**config.mk**
```make
export PLATFORM = sky130hd
export DESIGN_NAME = touch_swipe_click_classifier_flat
export DESIGN_NICKNAME = d
export VERILOG_FILES = /design/src/rtl/tscc_pkg.sv /design/src/rtl/tscc_if.sv /design/src/rtl/touch_swipe_click_classifier.sv /design/src/flat_wrapper.sv
export SDC_FILE = /design/constraint.sdc
export NUM_CORES = 1
export LEC_CHECK = 0
export ABC_AREA = 1
export BUFFER_PORTS_ARGS = -buffer_cell sky130_fd_sc_hd__buf_2
export CORE_ASPECT_RATIO = 1.2
export CORE_MARGIN = 2
export CORE_UTILIZATION = 28
export CTS_CLUSTER_SIZE = 12
export DETAILED_ROUTE_END_ITERATION = 8
export SYNTH_ARGS = -nofsm -noshare
export SYNTH_HDL_FRONTEND = slang
export SYNTH_SLANG_ARGS = --single-unit
```
**constraint.sdc**
```tcl
create_clock -name i_clk -period 5.1 [get_ports i_clk]
set_input_delay 1.02 -clock i_clk [delete_from_list [all_inputs] [get_ports i_clk]]
set_output_delay 1.02 -clock i_clk [all_outputs]
set_load 0.05 [all_outputs]
```
**src/rtl/tscc_pkg.sv**
```systemverilog
// Shared constants and types for the touch swipe/click classifier.
// No dependencies; imported by the interfaces, the top level and the checker.
package tscc_pkg;

    localparam int EV_W           = 16;
    localparam int GEST_W         = 3;
    localparam int THR_W          = 16;
    localparam int COORD_BITS_DEF = 16;

    localparam logic [EV_W-1:0] EVT_KEY    = 16'd1;
    localparam logic [EV_W-1:0] EVT_ABS    = 16'd3;
    localparam logic [EV_W-1:0] CODE_X     = 16'd0;
    localparam logic [EV_W-1:0] CODE_Y     = 16'd1;
    localparam logic [EV_W-1:0] CODE_TOUCH = 16'd330;
    localparam logic [EV_W-1:0] VAL_PRESS  = 16'd1;
    localparam logic [EV_W-1:0] VAL_REL    = 16'd0;

    localparam logic [THR_W-1:0] THR_RESET = 16'd50;

    typedef logic [GEST_W-1:0] t_gesture;

    localparam t_gesture G_UP    = 3'd0;
    localparam t_gesture G_DOWN  = 3'd1;
    localparam t_gesture G_LEFT  = 3'd2;
    localparam t_gesture G_RIGHT = 3'd3;
    localparam t_gesture G_CLICK = 3'd4;

endpackage

```
**src/rtl/tscc_if.sv**
```systemverilog
// Channel interfaces: touch event input, gesture result output, threshold write.
// Depends on tscc_pkg.
interface tscc_ev_if;
    logic                     valid;
    logic                     ready;
    logic [tscc_pkg::EV_W-1:0] ev_type;
    logic [tscc_pkg::EV_W-1:0] ev_code;
    logic [tscc_pkg::EV_W-1:0] ev_value;
    modport source (output valid, ev_type, ev_code, ev_value, input ready);
    modport sink   (input valid, ev_type, ev_code, ev_value, output ready);
endinterface

interface tscc_res_if;
    logic                      valid;
    logic                      ready;
    tscc_pkg::t_gesture        gesture;
    logic [tscc_pkg::EV_W-1:0] click_x;
    logic [tscc_pkg::EV_W-1:0] click_y;
    modport source (output valid, gesture, click_x, click_y, input ready);
    modport sink   (input valid, gesture, click_x, click_y, output ready);
endinterface

interface tscc_cfg_if;
    logic                       valid;
    logic                       ready;
    logic [tscc_pkg::THR_W-1:0] swipe_threshold;
    modport source (output valid, swipe_threshold, input ready);
    modport sink   (input valid, swipe_threshold, output ready);
endinterface

```
**src/rtl/touch_swipe_click_classifier.sv**
```systemverilog
// Touch swipe/click classifier top level: event decode, point latches, gesture result.
// Depends on tscc_pkg and the interfaces in tscc_if.sv.
//
//  channel | dir | payload                          | transaction when
//  --------+-----+----------------------------------+---------------------------
//  i_ev    | in  | ev_type, ev_code, ev_value       | valid & ready at i_clk rise
//  o_res   | out | gesture, click_x, click_y        | valid & ready at i_clk rise
//  i_cfg   | in  | swipe_threshold                  | valid & ready (ready is 1)
//
// One event per cycle sustained while o_res is not stalled; a result passes through the input
// register, then decode/compare into the result register.
// Events that give no result leave o_res untouched.
// Reset (i_rst_n low, synchronous) clears phase, all points and sets threshold 50.
// A stalled o_res holds the result; the input register still takes one event, then
// i_ev.ready drops until the result is taken.
module touch_swipe_click_classifier #(
    parameter int COORD_BITS = tscc_pkg::COORD_BITS_DEF
) (
    input  logic   i_clk,
    input  logic   i_rst_n,
    tscc_ev_if.sink    i_ev,
    tscc_res_if.source o_res,
    tscc_cfg_if.sink   i_cfg
);
    import tscc_pkg::*;

    // delta width: room for the wider of coordinate and threshold plus sign
    localparam int DW = ((COORD_BITS > THR_W) ? COORD_BITS : THR_W) + 2;

    // input register
    logic            r_in_valid;
    logic [EV_W-1:0] r_type;
    logic [EV_W-1:0] r_code;
    logic [EV_W-1:0] r_val;

    // gesture state
    logic                  r_phase, n_phase;   // 0 waiting for press, 1 for release
    logic [COORD_BITS-1:0] r_start_x, n_start_x;
    logic [COORD_BITS-1:0] r_start_y, n_start_y;
    logic [COORD_BITS-1:0] r_end_x, n_end_x;
    logic [COORD_BITS-1:0] r_end_y, n_end_y;
    logic [COORD_BITS-1:0] r_report_x, n_report_x;
    logic [COORD_BITS-1:0] r_report_y, n_report_y;
    logic [THR_W-1:0]      r_thr;

    // result register
    logic            r_out_valid;
    t_gesture        r_gesture;
    logic [EV_W-1:0] r_click_x;
    logic [EV_W-1:0] r_click_y;

    logic                  proc_go;
    logic                  is_axis, is_touch, is_release;
    logic [COORD_BITS-1:0] cv;
    logic signed [DW-1:0]  dx, dy, thr_p, thr_n;
    logic                  has_res;
    t_gesture              gest;

    // stage 2 consumes the input register when the result register is free or draining
    assign proc_go     = r_in_valid && (!r_out_valid || o_res.ready);
    assign i_ev.ready  = !r_in_valid || proc_go;
    assign i_cfg.ready = 1'b1;

    assign o_res.valid   = r_out_valid;
    assign o_res.gesture = r_gesture;
    assign o_res.click_x = r_click_x;
    assign o_res.click_y = r_click_y;

    always_ff @(posedge i_clk) begin
        if (!i_rst_n) begin
            r_in_valid <= 1'b0;
        end else if (i_ev.ready) begin
            r_in_valid <= i_ev.valid;
        end
        if (i_ev.ready && i_ev.valid) begin
            r_type <= i_ev.ev_type;
            r_code <= i_ev.ev_code;
            r_val  <= i_ev.ev_value;
        end
    end

    // decode
    assign is_axis    = (r_type == EVT_ABS) && ((r_code == CODE_X) || (r_code == CODE_Y));
    assign is_touch   = (r_type == EVT_KEY) && (r_code == CODE_TOUCH);
    assign is_release = is_touch && r_phase && (r_val == VAL_REL);
    assign cv         = COORD_BITS'(r_val);

    // movement against threshold
    assign dx    = $signed(DW'(r_end_x)) - $signed(DW'(r_start_x));
    assign dy    = $signed(DW'(r_end_y)) - $signed(DW'(r_start_y));
    assign thr_p = $signed(DW'(r_thr));
    assign thr_n = -thr_p;

    always_comb begin
        has_res = 1'b0;
        gest    = G_CLICK;
        if (is_release) begin
            if (r_end_x == '0) begin
                // no end X seen: treat as a tap at the report point
                has_res = 1'b1;
                gest    = G_CLICK;
            end else if (dx > thr_p) begin
                has_res = 1'b1;
                gest    = G_RIGHT;
            end else if (dx < thr_n) begin
                has_res = 1'b1;
                gest    = G_LEFT;
            end else if (dy > thr_p) begin
                has_res = 1'b1;
                gest    = G_DOWN;
            end else if (dy < thr_n) begin
                has_res = 1'b1;
                gest    = G_UP;
            end
        end
    end

    always_comb begin
        n_phase    = r_phase;
        n_start_x  = r_start_x;
        n_start_y  = r_start_y;
        n_end_x    = r_end_x;
        n_end_y    = r_end_y;
        n_report_x = r_report_x;
        n_report_y = r_report_y;
        if (is_axis) begin
            if (!r_phase) begin
                // before press: start and report point follow the finger
                if (r_code == CODE_X) begin
                    n_start_x  = cv;
                    n_report_x = cv;
                end else begin
                    n_start_y  = cv;
                    n_report_y = cv;
                end
            end else if (r_code == CODE_X) begin
                n_end_x = cv;
            end else begin
                n_end_y = cv;
            end
        end else if (is_touch && !r_phase && (r_val == VAL_PRESS)) begin
            n_phase = 1'b1;
        end else if (is_release) begin
            // report point survives; everything else starts over
            n_phase   = 1'b0;
            n_start_x = '0;
            n_start_y = '0;
            n_end_x   = '0;
            n_end_y   = '0;
        end
    end

    always_ff @(posedge i_clk) begin
        if (!i_rst_n) begin
            r_phase    <= 1'b0;
            r_start_x  <= '0;
            r_start_y  <= '0;
            r_end_x    <= '0;
            r_end_y    <= '0;
            r_report_x <= '0;
            r_report_y <= '0;
        end else if (proc_go) begin
            r_phase    <= n_phase;
            r_start_x  <= n_start_x;
            r_start_y  <= n_start_y;
            r_end_x    <= n_end_x;
            r_end_y    <= n_end_y;
            r_report_x <= n_report_x;
            r_report_y <= n_report_y;
        end
    end

    always_ff @(posedge i_clk) begin
        if (!i_rst_n) begin
            r_thr <= THR_RESET;
        end else if (i_cfg.valid) begin
            r_thr <= i_cfg.swipe_threshold;
        end
    end

    always_ff @(posedge i_clk) begin
        if (!i_rst_n) begin
            r_out_valid <= 1'b0;
        end else if (proc_go) begin
            r_out_valid <= has_res;
        end else if (o_res.ready) begin
            r_out_valid <= 1'b0;
        end
        if (proc_go && has_res) begin
            r_gesture <= gest;
            if (gest == G_CLICK) begin
                r_click_x <= EV_W'(r_report_x);
                r_click_y <= EV_W'(r_report_y);
            end else begin
                r_click_x <= '0;
                r_click_y <= '0;
            end
        end
    end

endmodule

```
**src/flat_wrapper.sv**
```systemverilog
// flat-port wrapper written by rule: the top's interface ports become plain ports
module touch_swipe_click_classifier_flat import tscc_pkg::*;
#(
    parameter int COORD_BITS = tscc_pkg::COORD_BITS_DEF
)
  (i_clk, i_rst_n, i_ev_valid, i_ev_ev_type, i_ev_ev_code, i_ev_ev_value, i_ev_ready, o_res_valid, o_res_gesture, o_res_click_x, o_res_click_y, o_res_ready, i_cfg_valid, i_cfg_swipe_threshold, i_cfg_ready);
  tscc_ev_if i_ev_i ();
  tscc_res_if o_res_i ();
  tscc_cfg_if i_cfg_i ();
  input  logic i_clk;
  input  logic i_rst_n;
  input wire logic [$bits(i_ev_i.valid)-1:0] i_ev_valid;
  input wire logic [$bits(i_ev_i.ev_type)-1:0] i_ev_ev_type;
  input wire logic [$bits(i_ev_i.ev_code)-1:0] i_ev_ev_code;
  input wire logic [$bits(i_ev_i.ev_value)-1:0] i_ev_ev_value;
  output wire logic [$bits(i_ev_i.ready)-1:0] i_ev_ready;
  output wire logic [$bits(o_res_i.valid)-1:0] o_res_valid;
  output wire logic [$bits(o_res_i.gesture)-1:0] o_res_gesture;
  output wire logic [$bits(o_res_i.click_x)-1:0] o_res_click_x;
  output wire logic [$bits(o_res_i.click_y)-1:0] o_res_click_y;
  input wire logic [$bits(o_res_i.ready)-1:0] o_res_ready;
  input wire logic [$bits(i_cfg_i.valid)-1:0] i_cfg_valid;
  input wire logic [$bits(i_cfg_i.swipe_threshold)-1:0] i_cfg_swipe_threshold;
  output wire logic [$bits(i_cfg_i.ready)-1:0] i_cfg_ready;
  assign i_ev_i.valid = i_ev_valid;
  assign i_ev_i.ev_type = i_ev_ev_type;
  assign i_ev_i.ev_code = i_ev_ev_code;
  assign i_ev_i.ev_value = i_ev_ev_value;
  assign i_ev_ready = i_ev_i.ready;
  assign o_res_valid = o_res_i.valid;
  assign o_res_gesture = o_res_i.gesture;
  assign o_res_click_x = o_res_i.click_x;
  assign o_res_click_y = o_res_i.click_y;
  assign o_res_i.ready = o_res_ready;
  assign i_cfg_i.valid = i_cfg_valid;
  assign i_cfg_i.swipe_threshold = i_cfg_swipe_threshold;
  assign i_cfg_ready = i_cfg_i.ready;
  touch_swipe_click_classifier #(.COORD_BITS(COORD_BITS)) u_core (.i_clk(i_clk), .i_rst_n(i_rst_n), .i_ev(i_ev_i), .o_res(o_res_i), .i_cfg(i_cfg_i));
endmodule
```
-- Yosys cells after proc, flatten, opt, wreduce, memory -nomap -nowiden
Cells that the tools add are included.
- word-level logic and storage cells: 93
- register bits after elaboration: 198
- bits of input ports: 69
- output and inout bits: 38
- equal/unequal tests: 11
- bitwise gates (word level): 3
- mux-type cells: 28
- reductions and logical operators: 28
- add/sub/neg operators: 3
- order comparisons: 4
- operators with widths (operator ; number):
    $mux 16 ; 12
    $eq 16x1->1 const B ; 3
    $logic_not 16->1 ; 3
    $gt 18x17->1 ; 2
    $lt 18x18->1 ; 2
    $sub 16x16->17 ; 2
    $reduce_and 5->1 ; 4
    $mux 3 ; 6
    $neg 16->18 ; 1
    $eq 16x2->1 const B ; 1
    $eq 16x9->1 const B ; 1
    $mux 1 ; 10
    $logic_and 1x1->1 ; 9
    $reduce_and 4->1 ; 2
    $ne 2x2->1 const B ; 3
    $reduce_bool 2->1 ; 3
    $ne 2x1->1 const B ; 2
    $eq 3x3->1 const B ; 1
    $logic_not 1->1 ; 3
    $logic_or 1x1->1 ; 3
    $not 1->1 ; 3
    $reduce_and 3->1 ; 1

-- Longest topological paths before layout
Gate-level depths: netlist of the first run.
- word-level depth: 9
- gate-level depth with buffers: 27

-- Least setup slack after synthesis of the first run
No wires, ideal clock.
- kind: register to register
- from: register u_core.r_start_x[2]
- to: register u_core.r_click_x[0], in the netlist u_core.o_res.click_x[0] (enable)
- data required time: 4.710 ns
- cell stages (with the launch flop): 22
- period minus slack after synthesis: 3.793 ns
- arrival: 3.403 ns
- path buffers: 0
- setup slack: 1.307 ns
- library setup time: 0.390 ns
- cells stage by stage: dfxtp_1 inv_1 ha_1 inv_1 o31ai_1 nand3_1 o2111ai_1 nand4_1 nand3_1 xor2_1 ha_1 nand2_1 inv_1 o21ai_0 nand2_1 a21oi_1 nand4_1 nand2_1 a21oi_2 nand3_1 nand2_1 inv_1
- word-level cells in the longest chain between the ends: 7
- elaborated cells on any way between the ends: 8
- those cells by class: add/sub: 1; order compare: 2; mux: 4; reduce/logical: 1
- RTL lines (item ; line ; RTL):
    start, declared ; touch_swipe_click_classifier.sv:38 ; logic [COORD_BITS-1:0] r_start_x, n_start_x;
    start signal, assigned ; touch_swipe_click_classifier.sv:164 ; r_start_x <= n_start_x;
    $sub 16x16->17 (*) ; touch_swipe_click_classifier.sv:89 ; assign dx = $signed(DW'(r_end_x)) - $signed(DW'(r_start_x));
    $lt 18x18->1 ; touch_swipe_click_classifier.sv:105 ; end else if (dx < thr_n) begin
    $mux 1 ; touch_swipe_click_classifier.sv:105 ;
    $mux 1 (*) ; touch_swipe_click_classifier.sv:102 ; end else if (dx > thr_p) begin
    $mux 1 (*) ; touch_swipe_click_classifier.sv:98 ; if (r_end_x == '0) begin
    $mux 1 (*) ; touch_swipe_click_classifier.sv:97 ; if (is_release) begin
    $logic_and 1x1->1 (*) ; touch_swipe_click_classifier.sv:189 ; if (proc_go && has_res) begin
    end signal, assigned ; touch_swipe_click_classifier.sv:192 ; r_click_x <= EV_W'(r_report_x);
    end, declared ; touch_swipe_click_classifier.sv:49 ; logic [EV_W-1:0] r_click_x;
Mark *: on every way between the ends. The rest lies on a longest branch, timed or not.
A chain may end at the register's enable or synchronous reset.

-- Worst setup path in the final report of the first run
- from: register u_core.r_thr[1]
- to: register u_core.r_click_x[2], in the netlist u_core.o_res.click_x[2] (enable)
- word-level cells in the longest chain between the ends: 9
- elaborated cells on any way between the ends: 12
- those cells by class: add/sub: 1; order compare: 4; mux: 6; reduce/logical: 1
- RTL lines (item ; line ; RTL):
    start, declared ; touch_swipe_click_classifier.sv:44 ; logic [THR_W-1:0] r_thr;
    start signal, assigned ; touch_swipe_click_classifier.sv:177 ; r_thr <= i_cfg.swipe_threshold;
    $neg 16->18 ; touch_swipe_click_classifier.sv:92 ; assign thr_n = -thr_p;
    $lt 18x18->1 ; touch_swipe_click_classifier.sv:111 ; end else if (dy < thr_n) begin
    $mux 1 ; touch_swipe_click_classifier.sv:111 ;
    $mux 1 ; touch_swipe_click_classifier.sv:108 ; end else if (dy > thr_p) begin
    $mux 1 ; touch_swipe_click_classifier.sv:105 ;
    $mux 1 (*) ; touch_swipe_click_classifier.sv:102 ;
    $mux 1 (*) ; touch_swipe_click_classifier.sv:98 ;
    $mux 1 (*) ; touch_swipe_click_classifier.sv:97 ;
    $logic_and 1x1->1 (*) ; touch_swipe_click_classifier.sv:189 ;
Marked as above.

==> impl_metrics.yaml, run 1 <==
synthesis:
  synth.avg_cell_area_um2: 8.71
  synthArstFlopShare_pct: 0
  synth_seq_cells: 198
  synth.area.top_cells: "edfxtp_1 (23%), dfxtp_1 (22%), ha_1 (12%)"
  ys_seq_area_share_pct: 45.1
  synth_most_common_cell: "inv_1"
  synthCells: 1221
  synth_edf_count: 83
  yosysTopAreaCellShare_pct: 23.4
  synth_common_cells: "inv_1 (200), nor2_1 (165), nand2_1 (141)"
  netlist_area_um2: 10600
  syn_nets: 1391
  synth.distinct_cells: 43
  ys.flop_type: "dfxtp_1"
  yosysWarnings: 0
  yosys.area.top_type: "edfxtp_1"
drt:
  wl_um: 26700
  vias_per_cell: 4.66
  drtIter0Drc: 510
  num_vias: 8419
  first_pass_iters: 5
  ant_nets: 0
  wl_per_cell_um: 14.8
  drc_errors: 0
setup_path:
  cp-start-kind: "register"
  reg2reg_depth: 23
  critPathCapture: "u_core.o_res.click_x[2]"
  r2r_slack_ns: 0.95
  r2r-end: "u_core.o_res.click_x[2]"
  crit_start: "u_core.r_thr[1]"
  cp.required_ns: 5.18
  crit_path_end_kind: "register"
  cp_max_fo: 33
  r2r-start: "u_core.r_thr[1]"
  crit_type: "register to register"
  worst_ep_arrival_time_ns: 4.22
sta:
  worst_slew_pin_slew_ns: 1.14
  grt_setup_unrepaired: "false"
  holdWs_ns: 0.462
  min_period_ns: 4.15
  hold_violations: 0
  setup_ws_ns: 0.954
  setup_viol: 0
  max_slew_margin_pct: 23.9
  slew_violations: 0
  final.period_utilization_pct: 81.3
  tns_ns: 0
  fmax_ghz: 0.241
  skew_ns: 0.0187
placed_design:
  dpl_worst_slack_ns: 0.979
  gp_congestion: 0.831
  post-dp-hpwl_um: 20100
  io_buffers: 105
  dp_cells: 1773
  placed_area_um2: 11600
layout:
  finish.utilization_pct: 32.2
  fillerInstances: 3933
  drive_above_1_share_pct: 12.8
  final_cell_count_no_fill: 1805
  fin_area_um2: 12100
  final_nets: 1482
  syn_to_final_growth_pct: 14.1
  antennaDiodeCount: 0
floorplanning:
  start_util_pct: 28.2
  die_h_um: 217
  design.die.area_um2: 39600
  num_rows: 78
  die_x_um: 182
  ios: 107
  core-area_um2: 37700
global_routing:
  grt_pass1_wl_um: 42400
  gr-total-overflow: 0
  antenna_found_initial: 1
  grt_pass1_vias: 7947
  grt_max_degree: 51
  track_usage_pct: 13.7
clock_network:
  postCtsResizedCells: 0
  cts_root_buf: "clkbuf_16"
  max-clock-path-buffers: 2
  clk_latency_ns: 0.45
  cts_tree: "built"
  hold_buffers: 0
  htreeDepth: 4
  cts_post_setup_buffers_inserted: 0
  cts_made_buffers: 17
  cts.sinks: 198
  clkTransAtPathRegs_ns: 0.09
power_and_ir_drop:
  peakVddDrop_mv: 0.203
  p_leak_nw: 5.42
  p_per_area_nw_per_um2: 260
  total_power_mw: 3.16
run:
  cap_violations: 0
status:
  status: "completed"
worst_hold_path:
  hp-class: "register to register"
-- final cells by class --
cell class | count | area [um^2] | area share (%)
clock buffer | 19 | 433 | 3.57
clock inverter | 13 | 118 | 0.970
inverter | 201 | 754 | 6.22
multi-input combinational | 785 | 4870 | 40.2
sequential | 198 | 4790 | 39.5
tap | 480 | 601 | 4.95
timing repair buffer | 109 | 556 | 4.58
-- cells by family after synthesis --
group	Yosys count	synth area share [%]
buf+inv	238	9.06
other cells	1	0.0353
compound gates	245	14.4
flops	198	45.1
simple gates	401	16.4
xor+xnor	37	3.05
fa+ha+maj	101	12.0
-- worst min-delay path by stage --
| stage | end | slack, ns | start | cells past startpoint |
|---|---|---|---|---|
| 2_1_floorplan | u_core.r_start_y[0] | 0.43 | u_core.r_start_y[0] | 2 |
| 3_3_place_gp | u_core.r_start_y[0] | 0.44 | u_core.r_start_y[0] | 2 |
| 3_5_place_dp | u_core.r_end_y[13] | 0.45 | u_core.r_end_y[13] | 2 |
| 4_1_cts | u_core.r_start_y[8] | 0.46 | u_core.r_start_y[8] | 2 |
| 5_1_grt | u_core.r_start_x[7] | 0.48 | u_core.r_start_x[7] | 2 |
| 6_report | u_core.r_start_y[4] | 0.46 | u_core.r_start_y[4] | 2 |
-- where the power goes --
part           switching (mW)  leakage, nW  internal, mW  total (mW)
Sequential             0.0225         1.73          1.68        1.70
Combinational           0.104         3.43        0.0550       0.159
Clock                   0.657        0.264         0.642        1.30
Total                   0.784         5.42          2.37        3.16
-- layout by cell type, fill, tap and decap left out, types with 4 or more instances in the layout --
master	n
nor3_1	10
a21oi_1	88
a21o_1	4
inv_1	198
nor2_1	165
ha_1	99
clkbuf_16	17
inv_6	5
nand3_1	32
dfxtp_1	115
nand3_2	4
o21ai_0	45
xnor2_1	7
nand2_1	141
a211oi_1	77
buf_4	4
xor2_1	30
o21bai_1	10
edfxtp_1	83
a31oi_1	7
nor2_2	8
nor4_1	8
buf_2	105
a211oi_2	5
nand4_1	20
-- critical path: stages, from the launching register on --
cell	delay, ns
dfxtp_1	0.31
inv_1	0.13
ha_1	0.21
nand3_1	0.13
nor3_1	0.31
nand3_1	0.18
inv_1	0.11
nand2_1	0.07
nor4_1	0.20
nand4_1	0.19
nor2_1	0.24
ha_1	0.28
nand2_1	0.07
inv_1	0.04
nand3_1	0.08
inv_1	0.05
a21oi_1	0.18
nand4_1	0.15
nand2_1	0.11
a21oi_2	0.05
nand3_1	0.07
nand2_1	0.07
inv_1	0.12
buf_4	0.41
-- layer usage --
layer,vias up,global-route usage [%],wire (um)
met3,22,2.25,1300
li1,4293,-,-
met2,207,22.7,12400
met4,2,3.58,272
met1,3895,18.5,12800
met5,-,0,7
No activity file was read; power rests on OpenSTA's default activity.
==> inputs of run 2 (changes only) <==
clock period = 3.33 ns   (was 5.1 ns; I/O delays follow)
==> impl_metrics.yaml, run 2 (synthesis gave the netlist of run 1 again) <==
status:
  status: "complete, but fails checks"
  violations: "negative setup slack"
floorplanning:
  die_x_um: 182
  die_h_um: 217
  start_util_pct: 28.2
  design.die.area_um2: 39600
  core-area_um2: 37700
  ios: 107
  num_rows: 78
clock_network:
  cts_made_buffers: 17
  cts_tree: "built"
  htreeDepth: 4
  cts_root_buf: "clkbuf_16"
  clkTransAtPathRegs_ns: 0.08
  clk_latency_ns: 0.44
  max-clock-path-buffers: 2
  cts.sinks: 198
setup_path:
  slowest_stage: "fa_2"
  cp-start-kind: "register"
  cpMostUsedCell: "nand2_2"
  crit_path_end_kind: "register"
  cp.required_ns: 3.54
  max_stage_delay_ns: 0.35
  worst_ep_arrival_time_ns: 3.95
  crit_type: "register to register"
  cp_max_fo: 8
sta:
  min_period_ns: 3.74
  hold_violations: 0
  worst_slew_pin_slew_ns: 0.649
  fmax_ghz: 0.267
  slew_violations: 0
  grt_setup_unrepaired: "true"
  final.period_utilization_pct: 112
  setup_ws_ns: -0.414
  skew_ns: 0.0143
  setup_viol: 69
  max_slew_margin_pct: 56.7
placed_design:
  io_buffers: 105
  gp_congestion: 0.864
  post-dp-hpwl_um: 21100
  dpl_worst_slack_ns: -0.552
drt:
  num_vias: 9040
  drc_errors: 0
  wl_per_cell_um: 15.0
  first_pass_iters: 7
  vias_per_cell: 4.60
  drtIter0Drc: 447
  wl_um: 29500
  ant_nets: 0
global_routing:
  grtUsageMet2_pct: 25.3
  grt-busiest-layer: "met2"
  grt_pass1_wl_um: 46100
  gr-total-overflow: 0
  use_met1_pct: 18.7
  use_met3_pct: 2.56
  grt_pass1_vias: 8898
  track_usage_pct: 14.7
  grt_max_degree: 62
  antenna_found_initial: 1
layout:
  drive_above_1_share_pct: 33.7
  antennaDiodeCount: 0
  final_nets: 1643
  final_common_cell: "inv_1"
  syn_to_final_growth_pct: 36.4
  multi_input_area_um2: 5800
  final_cell_mix: "inv_1 (176), buf_4 (148), nor2_1 (128)"
  regArea_um2: 4810
  fillerInstances: 3755
power_and_ir_drop:
  power_frac_seq_pct: 52.6
  p_leak_nw: 6.33
  total_power_mw: 4.96
  power.switching_mw: 1.26
  intPower_mw: 3.70
  pwr-share-clk_pct: 41.0
  peakVddDrop_mv: 0.349
  p_per_area_nw_per_um2: 342
  p_comb_share_pct: 6.4
  power.share.switching_pct: 25.4
run:
  cap_violations: 0
worst_hold_path:
  hp-class: "input port to register"
run 2: layer usage:
metal / part of all wire, % / up-vias
met5: 0.037 / -
met2: 48 / 222
met1: 45 / 4157
li1: - / 4610
met3: 4.3 / 49
met4: 2.5 / 2
run 2: power by group through the flow:
stage                     Combinational [mW]  Sequential [mW]  Clock, mW
final                                  0.318             2.61       2.03
after global routing                   0.360             2.61       2.16
after CTS                              0.299             2.60       2.07
after detailed placement               0.275             2.66          0
after global placement                 0.272             2.66          0
after floorplan                        0.155             2.64          0
run 2: final cells by class:
class / count / area share (%)
Sequential cell: 198 / 33.2
Clock inverter: 13 / 0.897
Inverter: 201 / 5.28
Multi-Input combinational cell: 785 / 40.0
Tap cell: 480 / 4.14
Clock buffer: 19 / 2.98
Timing Repair Buffer: 270 / 13.5
run 2: critical path: cells and delay by family, from the launching register on:
family	cells	cell delay, ns
buffers and inverters	7	0.79
flip-flops	1	0.33
adder cells (fa/ha/maj)	3	0.76
XOR/XNOR	1	0.14
AND/OR/NAND/NOR	11	1.08
AO/OA/AOI/OAI	4	0.40
run 2: final timing paths:
check	from	endpoint	slack (ns)	depth (start not counted)
setup / recovery	u_core.r_end_x[0]	u_core.o_res.click_x[13]	-0.41	26
hold reg to reg	u_core.r_start_y[15]	u_core.r_start_y[15]	0.46	2
setup reg to reg	u_core.r_end_x[0]	u_core.o_res.click_x[13]	-0.41	26
hold / removal	i_ev_ev_value[6]	u_core.cv[6]	0.40	1
run 2: metrics by stage:
stage / cell area [um^2] / TNS, ns / hold WS, ns / cells / utilization (%)
2_1_floorplan: 10800 / -7.72 / 0.433 / 1221 / -
6_report: 14500 / -24.35 / 0.395 / 1966 / 38.5
3_5_place_dp: 12700 / -32.22 / 0.450 / 1894 / 33.8
3_3_place_gp: 12700 / -29.43 / 0.448 / 1894 / 33.8
4_1_cts: 13900 / -17.58 / 0.381 / 1953 / 36.9
5_1_grt: 14500 / -35.98 / 0.377 / 1966 / 38.5
run 2: what timing repair did:
item	4_1_cts	5_1_grt
gates resized for setup	81	113
setup buffers	25	17
setup endpoints to repair	71	71
cloned	4	2
pin swaps	17	40
hold buffers	0	0
